===== config.mk =====
export PLATFORM = sky130hd
export DESIGN_NAME = deq_cell
export DESIGN_NICKNAME = d
export VERILOG_FILES = /design/src/rtl/core/deq_pkg.sv /design/src/rtl/core/deq_cell.sv
export SDC_FILE = /design/constraint.sdc
export NUM_CORES = 1
export LEC_CHECK = 0
export ABC_AREA = 1
export BUFFER_PORTS_ARGS = -buffer_cell sky130_fd_sc_hd__buf_2
export CAP_MARGIN = 20
export CORE_ASPECT_RATIO = 0.8
export CORE_MARGIN = 3
export CORE_UTILIZATION = 44
export CTS_CLUSTER_DIAMETER = 50
export DETAILED_ROUTE_END_ITERATION = 8
export PLACE_DENSITY = 0.91
export SYNTH_ARGS = -nofsm -noshare
export SYNTH_HDL_FRONTEND = slang
export SYNTH_SLANG_ARGS = --single-unit

===== constraint.sdc =====
create_clock -name clk -period 2.1 [get_ports clk]
set_clock_uncertainty 0.05 [all_clocks]
set_input_delay 0.105 -clock clk [delete_from_list [all_inputs] [get_ports clk]]
set_output_delay 0.105 -clock clk [all_outputs]
set_load 0.01 [all_outputs]

===== src/rtl/core/deq_pkg.sv =====
// Shared types and codes for the double-ended queue with search.
// Holds the request/result payload structs, opcodes, error codes and cell commands.
// No dependencies.
`timescale 1ns / 1ps
`default_nettype none

package deq_pkg;

  localparam int unsigned DEPTH_DEF = 64;
  localparam int unsigned DATA_W    = 32;
  localparam int unsigned OPCODE_W  = 3;
  localparam int unsigned ERR_W     = 2;
  localparam int unsigned COUNT_W   = 7;

  // Opcodes; codes six and seven act as status.
  localparam logic [OPCODE_W-1:0] OP_STATUS     = 3'd0;
  localparam logic [OPCODE_W-1:0] OP_PUSH_FRONT = 3'd1;
  localparam logic [OPCODE_W-1:0] OP_PUSH_REAR  = 3'd2;
  localparam logic [OPCODE_W-1:0] OP_POP_FRONT  = 3'd3;
  localparam logic [OPCODE_W-1:0] OP_POP_REAR   = 3'd4;
  localparam logic [OPCODE_W-1:0] OP_SEARCH     = 3'd5;

  localparam logic [ERR_W-1:0] ERR_OK    = 2'd0;
  localparam logic [ERR_W-1:0] ERR_EMPTY = 2'd1;
  localparam logic [ERR_W-1:0] ERR_FULL  = 2'd2;

  typedef struct packed {
    logic [OPCODE_W-1:0]      opcode;
    logic signed [DATA_W-1:0] value;
  } req_t;

  typedef struct packed {
    logic signed [DATA_W-1:0] popped_value;
    logic                     found;
    logic [ERR_W-1:0]         error_code;
    logic [COUNT_W-1:0]       entry_count;
    logic                     is_empty_flag;
    logic signed [DATA_W-1:0] front_value;
    logic signed [DATA_W-1:0] rear_value;
  } rsp_t;

  // Command broadcast to every cell of the chain.
  typedef struct packed {
    logic push_front;
    logic push_rear;
    logic pop_front;
    logic pop_rear;
    logic search_clear;
  } cell_cmd_t;

  typedef enum logic {
    ST_IDLE,
    ST_SEARCH
  } state_t;

endpackage

`default_nettype wire


===== src/rtl/core/deq_cell.sv =====
// One cell of the deque chain: a front-ordered word, a rear-ordered word,
// an occupancy bit and one stage of the search hit wave.
// Depends on deq_pkg.
`timescale 1ns / 1ps
`default_nettype none

module deq_cell
  import deq_pkg::*;
(
  input  wire logic                     clk,
  input  wire logic                     rst,
  input  wire cell_cmd_t                cmd,
  input  wire logic signed [DATA_W-1:0] key,
  input  wire logic signed [DATA_W-1:0] left_f,
  input  wire logic signed [DATA_W-1:0] left_r,
  input  wire logic                     left_valid,
  input  wire logic                     left_hit,
  input  wire logic signed [DATA_W-1:0] right_f,
  input  wire logic signed [DATA_W-1:0] right_r,
  input  wire logic                     right_valid,
  output logic signed [DATA_W-1:0]      f_data,
  output logic signed [DATA_W-1:0]      r_data,
  output logic                          valid,
  output logic                          hit
);

  logic slot;

  // First free cell: empty here, occupied (or head of chain) to the left.
  assign slot = !valid && left_valid;

  always_ff @(posedge clk) begin
    if (rst) begin
      valid <= 1'b0;
    end else if (cmd.push_front || cmd.push_rear) begin
      valid <= left_valid;
    end else if (cmd.pop_front || cmd.pop_rear) begin
      valid <= right_valid;
    end
  end

  always_ff @(posedge clk) begin
    if (cmd.push_front) begin
      f_data <= left_f;
    end else if (cmd.push_rear && slot) begin
      f_data <= key;
    end else if (cmd.pop_front) begin
      f_data <= right_f;
    end
  end

  always_ff @(posedge clk) begin
    if (cmd.push_rear) begin
      r_data <= left_r;
    end else if (cmd.push_front && slot) begin
      r_data <= key;
    end else if (cmd.pop_rear) begin
      r_data <= right_r;
    end
  end

  // Advance the hit wave one cell per cycle.
  always_ff @(posedge clk) begin
    if (cmd.search_clear) begin
      hit <= 1'b0;
    end else begin
      hit <= left_hit || (valid && (f_data == key));
    end
  end

endmodule

`default_nettype wire


==> summary.md, run 1 <==
| Metric | Value |
|---|---|
| Overall global routing resource usage | `0.232` |
| Post-layout utilization of the core | `0.630` |
| Number of global-route vias before repair | `~3.9k` |
| Post-detailed-placement half-perimeter wirelength | `9360 um` |
| Hold buffer count at CTS | `4` |
| WL met3 | `1140 um` |
| R2R Path End | `hit` |
| Effective utilization at floorplan | `0.458` |
| Largest area contributor in the netlist | `edfxtp_1` |
| Routed metal-1 wirelength | `approximately 5000 um` |
| RSZ-0062 raised after global routing | `no` |
| Met2 wirelength from detailed routing | `6010 um` |
| Largest net degree at the start of global routing | `between 60 and 70` |
| Number of detailed-routing iterations run before antenna repair | `7` |
| Synth cell count leaders | `146 x nor2_1, 65 x a21oi_1, 64 x edfxtp_1, 56 x nand2_1, 52 x inv_1` |
| Class of the tightest hold or removal check | `input port to flip-flop` |
| CTS-repair resized insts | `0` |
| Average wire per cell in the routed design | `about 14 um` |
| Net count after synthesis | `around 670` |
| Detailed Route WL | `12300 um` |
| Post-Syn Area per Cell | `around 7.8 sq um` |
| FF-to-FF Start | `f_data[5]` |
| Remaining design rule violation count | `0` |
| Final Slew Violations | `0` |
| TritonCTS clock tree | `built` |
| Number of antenna violations at the first check in global routing | `0` |
| Accumulated negative setup slack | `0 ns` |
| Endpoint kind of the worst setup timing path | `flip-flop` |
| Total instance count after detailed placement | `833` |
| First-pass GRT wire length | `18800 um` |
| Dominant cells by area after synthesis | `edfxtp_1 49%, nor2_1 14%, a21oi_1 8.3%, nand2_1 5.4%, o21ai_1 5.1%` |
| Portion of the clock cycle consumed by the worst path in the final layout | `0.891` |
| Row Count | `30` |
| Startpoint-to-endpoint class of the critical path | `flip-flop to flip-flop` |
| Last weighted congestion value of the routability-driven placer | `~0.9` |
| Post-route antenna net violation count | `0` |
| CTS H-tree lvls | `3` |
| Sequential cell area fraction in the yosys report | `0.500` |
| Power density relative to cell area | `629 mW/mm^2` |
| Post-synthesis sequential element count | `66` |
| Num Clock Sinks | `66` |
| Number of warnings reported in the yosys synthesis log | `0` |
| Total of max-cap violations | `0` |
| Share of layout cells above drive strength 1 | `0.355` |
| Synth cell types | `20` |
| Number of instances on the worst hold path | `3` |
| FF/Latch Area | `between 0.0015 and 0.002 sq mm` |
| Number of cells traversed by the worst register-to-register path | `8` |
| Filler cells | `780` |
| Number of buffers inserted during clock tree synthesis | `9` |
| Net count reported at finish | `906` |
| Antenna diode instance count | `0` |
| Final hold violation count | `0` |
| Clock network latency to the later pin of the worst-skew pair | `0.33 ns` |
| Worst-case vdd ir drop | `roughly 310 uV` |
| Maximum clock frequency | `0.535 GHz` |
| Yosys top cell area share | `0.490` |
| Clock Root Buffer | `clkbuf_8` |
| Maximum fanout count along the critical path | `3` |
| Slew at the pin closest to its max-slew limit | `0.476 ns` |
| Post-synth EDFFs | `64` |
| Width of the die | `112 um` |
| Commonest register cell after synthesis | `edfxtp_1` |
| Fraction of registers with async set/reset | `0` |
| Count of vias placed by the detailed router | `roughly 4.3k` |
| Worst-case clock buffer depth | `2` |
| Area growth from synthesis to layout | `37.5%` |
| Footprint of the multi-input gates | `0.00160 sq mm` |
| Clock-pin slew on the worst setup and hold paths | `0.07 ns` |
| Congestion Overflow GR | `0` |
| Endpoint with the worst hold slack | `r_data[24]` |
| Crit path arrival time | `around 2.1 ns` |
| Setup fix buffers added after clock tree synthesis | `0` |
| Tmin final | `1.87 ns` |
| Number of primary I/O pins | `236` |
| Endpoint required time on the critical path | `~2.3 ns` |
| Via/cell ratio | `~5.0` |
| Setup crit start kind | `flip-flop` |
| Cells after synthesis | `roughly 500` |
| Run status | `finished clean` |
| Top routing layer in use | `met4` |
| Count leader, synth | `nor2_1` |
| Reported leakage power | `around 2.6 nW` |
| Full die area | `a little over 0.01 sq mm` |
| Vertical die dimension | `approximately 90 um` |
| Core Footprint | `between 0.008 and 0.009 sq mm` |
| Min-Delay Startpoint | `left_r[24]` |
| Relative slew slack | `0.683` |
| Port Buf Inserts | `between 200 and 250` |
| Mapped cell area | `between 0.003 and 0.004 sq mm` |
| Minimum setup slack among reg-to-reg paths | `0.23 ns` |
| Final setup violation count | `0` |
| 1st-iter DRT viols | `about 280` |
| Non-filler instance count after layout | `~850` |
## state kept, by name, indices dropped and copies added (netlist names)
register  cells
f_data       32
r_data       32
hit           1
valid         1
## worst max-delay path by stage
stage / startpoint / end / cells after the start
2_1_floorplan: valid / r_data[0] / 5
3_3_place_gp: valid / f_data[24] / 6
3_5_place_dp: valid / f_data[27] / 6
4_1_cts: f_data[5] / hit / 8
5_1_grt: f_data[10] / hit / 8
6_report: f_data[5] / hit / 8
## per-layer routing
layer,GRT usage,vias to the layer above
met4,0.0578,0
li1,-,2118
met2,0.401,241
met5,0,-
met3,0.0636,14
met1,0.288,1888
## cells in the final DEF (no fill, tap or decap), drive strengths merged
cell type and instances:
inv 54, edfxtp 64, o21ai 66, a311oi 1
clkinv 4, buf 244, nand3 5, clkinvlp 1
nor2 146, xor2 1, nand4 5, a21oi 65
o22ai 1, dfxtp 2, nand2 56, xnor2 11
dlygate4sd3 4, clkbuf 11
## through the flow
step | setup slack [ns] | hold slack, ns | power (mW) | area [sq um]
after floorplan | 0.138 | 0.124 | 2.12 | 3920
after global placement | 0.663 | 0.211 | 2.49 | 5190
after detailed placement | 0.612 | 0.216 | 2.52 | 5190
after CTS | 0.220 | 0.00127 | 3.44 | 5390
after global routing | 0.0646 | 0.00790 | 3.60 | 5390
final | 0.230 | 0.0222 | 3.39 | 5390
## kinds of logic after synthesis
| logic type | synth area share |
|---|---|
| simple gates | 0.210 |
| compound gates | 0.172 |
| buf+inv | 0.0906 |
| flops | 0.500 |
| xor+xnor | 0.0268 |
## worst max-delay path: stages (launching register included)
cell and delay (ns):
edfxtp_1 0.44, nand2_1 0.12, nand4_1 0.13, nor2_1 0.16, nand2_1 0.07, nor2_1 0.12, nand2_1 0.06, a21oi_1 0.12
dlygate4sd3_1 0.55
## power by group
part,leakage (nW),switching [mW],total [mW],internal [mW]
clock,0.0831,0.476,0.901,0.425
sequential,0.662,0.0677,1.67,1.61
combinational,1.90,0.461,0.818,0.357
total,2.65,1.00,3.39,2.39
## layout make-up
type                    instances  area share
flip-flops and latches         66       0.364
multi-input cells             357       0.297
repair buffers                248       0.245
inverters                      54      0.0376
well taps                     112      0.0260
clock buffers                  11      0.0244
clock inverters                 5     0.00580
No activity file was read; power rests on OpenSTA's default activity.
==> inputs of run 2 (changes only) <==
--- a/config.mk
+++ b/config.mk
@@ -11,9 +11,9 @@
 export CORE_ASPECT_RATIO = 0.8
 export CORE_MARGIN = 3
 export CORE_UTILIZATION = 44
-export CTS_CLUSTER_DIAMETER = 50
+export CTS_CLUSTER_DIAMETER = 200
 export DETAILED_ROUTE_END_ITERATION = 8
-export PLACE_DENSITY = 0.91
+export PLACE_DENSITY = 0.9
 export SYNTH_ARGS = -nofsm -noshare
 export SYNTH_HDL_FRONTEND = slang
 export SYNTH_SLANG_ARGS = --single-unit
==> run 2 against run 1 <==
Compared with the run above: sequential power about the same; via count is 3.5% higher; clock power increased by 11%; total power rose by 3.2%; maximum frequency shrank 1.6%; final cell count is 0.23% higher; hold slack gained 0.00099 ns; flip-flop and latch count unchanged; count of clock-buffer cells in the layout is 1 lower; wire length is 4.8% higher; critical path type unchanged; largest cell class unchanged; highest routed layer unchanged.
==> summary.md, run 2 (synthesis gave the netlist of run 1 again) <==
| Metric | Value |
|---|---|
| Class of the tightest hold or removal check | `input port to flip-flop (unchanged)` |
| Number of primary I/O pins | `236 (unchanged)` |
| Filler cells | `762 (was 780)` |
| Minimum setup slack among reg-to-reg paths | `0.20 ns (was 0.23 ns)` |
| Post-layout utilization of the core | `0.631 (was 0.630)` |
| Clock network latency to the later pin of the worst-skew pair | `0.33 ns (about the same)` |
| Final setup violation count | `0 (unchanged)` |
| Area growth from synthesis to layout | `37.6% (was 37.5%)` |
| 1st-iter DRT viols | `400 (was 282)` |
| CP dominant cell by count | `nand2_1 (unchanged)` |
| Busiest grt layer | `met2 (unchanged)` |
| Total instance count after detailed placement | `835 (was 833)` |
| Kind of cell adding the most delay to the critical path | `buffers and inverters (was simple AND/OR/NAND/NOR gates)` |
| R2R Path End | `hit (unchanged)` |
| Maximum fanout count along the critical path | `2 (was 3)` |
| CTS H-tree lvls | `3 (unchanged)` |
| Non-filler instance count after layout | `855 (was 853)` |
| Final hold violation count | `0 (unchanged)` |
| Met2 usage in global routing | `0.428 (was 0.401)` |
| Startpoint-to-endpoint class of the critical path | `flip-flop to flip-flop (unchanged)` |
| Number of instances on the worst hold path | `3 (unchanged)` |
| Run status | `finished clean (unchanged)` |
| Width of the die | `112 um (unchanged)` |
| Endpoint kind of the worst setup timing path | `flip-flop (unchanged)` |
| Net count reported at finish | `908 (was 906)` |
| Overall global routing resource usage | `0.250 (was 0.232)` |
| Power density relative to cell area | `649 mW/mm^2 (was 629 mW/mm^2)` |
| Number of buffers inserted during clock tree synthesis | `9 (unchanged)` |
| Number of antenna violations at the first check in global routing | `1 (was 0)` |
| Average wire per cell in the routed design | `15.0 um (was 14.4 um)` |
| Number of global-route vias before repair | `4307 (was 3910)` |
| Relative slew slack | `0.674 (was 0.683)` |
| Total of max-cap violations | `0 (unchanged)` |
| Worst hold slack | `0.0232 ns (was 0.0222 ns)` |
| Remaining design rule violation count | `0 (unchanged)` |
| Setup crit start kind | `flip-flop (unchanged)` |
| Footprint of the multi-input gates | `0.00160 sq mm (unchanged)` |
| Share of layout cells above drive strength 1 | `0.353 (was 0.355)` |
| Slew at the pin closest to its max-slew limit | `0.488 ns (was 0.476 ns)` |
| Worst-case clock buffer depth | `2 (unchanged)` |
| Crit-path cells | `xnor2_1 -> nand2_1 -> nor2_1 -> nand2_1 -> nor2_1 -> nand2_1 -> a21oi_1 -> dlygate4sd3_1 (was nand2_1 -> nand4_1 -> nor2_1 -> nand2_1 -> nor2_1 -> nand2_1 -> a21oi_1 -> dlygate4sd3_1)` |
| Effective utilization at floorplan | `0.458 (unchanged)` |
| Portion of the clock cycle consumed by the worst path in the final layout | `0.905 (was 0.891)` |
| Vertical die dimension | `90.4 um (unchanged)` |
| Crit path arrival time | `2.12 ns (was 2.09 ns)` |
| Clock-pin slew on the worst setup and hold paths | `0.07 ns (about the same)` |
| Count of vias placed by the detailed router | `4410 (was 4261)` |
| Highest-count cells in the layout ignoring fill and taps | `235 x buf_2, 146 x nor2_1, 65 x a21oi_1 (unchanged)` |
| Num Clock Sinks | `66 (unchanged)` |
| Buf+Inv Stages, Crit Path | `1 (unchanged)` |
| Most common library cell in the layout ignoring fill and taps | `buf_2 (unchanged)` |
| Library cell contributing the largest single delay on the critical path | `dlygate4sd3_1 (unchanged)` |
| Clock Root Buffer | `clkbuf_8 (unchanged)` |
| Endpoint required time on the critical path | `2.32 ns (about the same)` |
| Reported leakage power | `2.65 nW (about the same)` |
| Last weighted congestion value of the routability-driven placer | `0.933 (was 0.921)` |
| First-pass GRT wire length | `20500 um (was 18800 um)` |
| RSZ-0062 raised after global routing | `no (unchanged)` |
| Worst-case vdd ir drop | `382 uV (was 314 uV)` |
| Tmin final | `1.90 ns (was 1.87 ns)` |
| Number of cells traversed by the worst register-to-register path | `8 (unchanged)` |
| Via/cell ratio | `5.16 (was 5.00)` |
| Final Slew Violations | `0 (unchanged)` |
| Number of detailed-routing iterations run before antenna repair | `5 (was 7)` |
| Largest net degree at the start of global routing | `36 (was 65)` |
| FF-to-FF Start | `f_data[22] (was f_data[5])` |
| Core Footprint | `0.00856 sq mm (unchanged)` |
| Routing usage on met3 | `0.0636 (unchanged)` |
| Global routing usage on met1 | `0.307 (was 0.288)` |
| CTS-repair resized insts | `0 (unchanged)` |
| Biggest regs | `f_data: 32 flops, r_data: 32 flops (unchanged)` |
| Congestion Overflow GR | `0 (unchanged)` |
| FF/Latch Area | `0.00196 sq mm (unchanged)` |
| Maximum clock frequency | `0.526 GHz (was 0.535 GHz)` |
| Endpoint with the worst hold slack | `f_data[14] (was r_data[24])` |
| Detailed Route WL | `12900 um (was 12300 um)` |
| Full die area | `0.0101 sq mm (unchanged)` |
| Post-route antenna net violation count | `0 (unchanged)` |
| Row Count | `30 (unchanged)` |
| TritonCTS clock tree | `built (unchanged)` |
| Accumulated negative setup slack | `0 ns (unchanged)` |
| Min-Delay Startpoint | `left_f[14] (was left_r[24])` |
| Port Buf Inserts | `235 (unchanged)` |
| Post-detailed-placement half-perimeter wirelength | `9810 um (was 9360 um)` |
| Biggest cell delay along the critical path | `0.58 ns (was 0.55 ns)` |
-- run 2: cell types whose count changed in the layout (fill, tap and decap cells not counted), sizes merged --
| cell | previous run | this run |
|---|---|---|
| clkinvlp | 1 | 0 |
| diode | 0 | 1 |
| buf | 244 | 246 |
| bufinv | 0 | 1 |
| clkbuf | 11 | 10 |
-- run 2: cell type report --
type / count / area share
Antenna cell: 1 / 0.000464
Clock buffer: 10 / 0.0236
Clock inverter: 5 / 0.00858
Inverter: 54 / 0.0376
Multi-Input combinational cell: 357 / 0.297
Sequential cell: 66 / 0.364
Tap cell: 112 / 0.0260
Timing Repair Buffer: 250 / 0.243
-- run 2: worst max path at each step --
| stage | startpoint | to | cells after the start |
|---|---|---|---|
| detailed placement | cmd[4] | f_data[15] | 6 |
| finish | f_data[22] | hit | 8 |
| global route | f_data[23] | hit | 10 |
| CTS | f_data[22] | hit | 8 |
| global placement | cmd[4] | f_data[15] | 6 |
| floorplan | valid | r_data[0] | 5 |
-- run 2: worst min-delay path, stage by stage --
cell	delay [ns]
buf_2	0.07
nor2_1	0.04
nor2_1	0.08
-- run 2: power breakdown --
part / total [mW] / switching [mW] / internal [mW]
combinational: 0.827 / 0.472 / 0.354
clock: 1.00 / 0.471 / 0.529
sequential: 1.68 / 0.0688 / 1.61
-- run 2: per-layer routing --
| metal | wire length [um] | up-vias |
|---|---|---|
| li1 | - | 2128 |
| met1 | 4900 | 1960 |
| met2 | 6310 | 280 |
| met3 | 1260 | 42 |
| met4 | 388 | 0 |
| met5 | 0 | - |
-- run 2: stage by stage --
step	instance area, sq um	power (mW)	worst slack, ns
after global placement	5180	2.49	0.595
after floorplan	3920	2.12	0.138
after global routing	5400	3.69	0.00589
final	5400	3.50	0.199
after CTS	5390	3.52	0.226
after detailed placement	5180	2.52	0.569
-- run 2: timing repair --
action,CTS,global route
hold endpoints to repair,2,0
buffers inserted,0,0
hold buffers,4,0
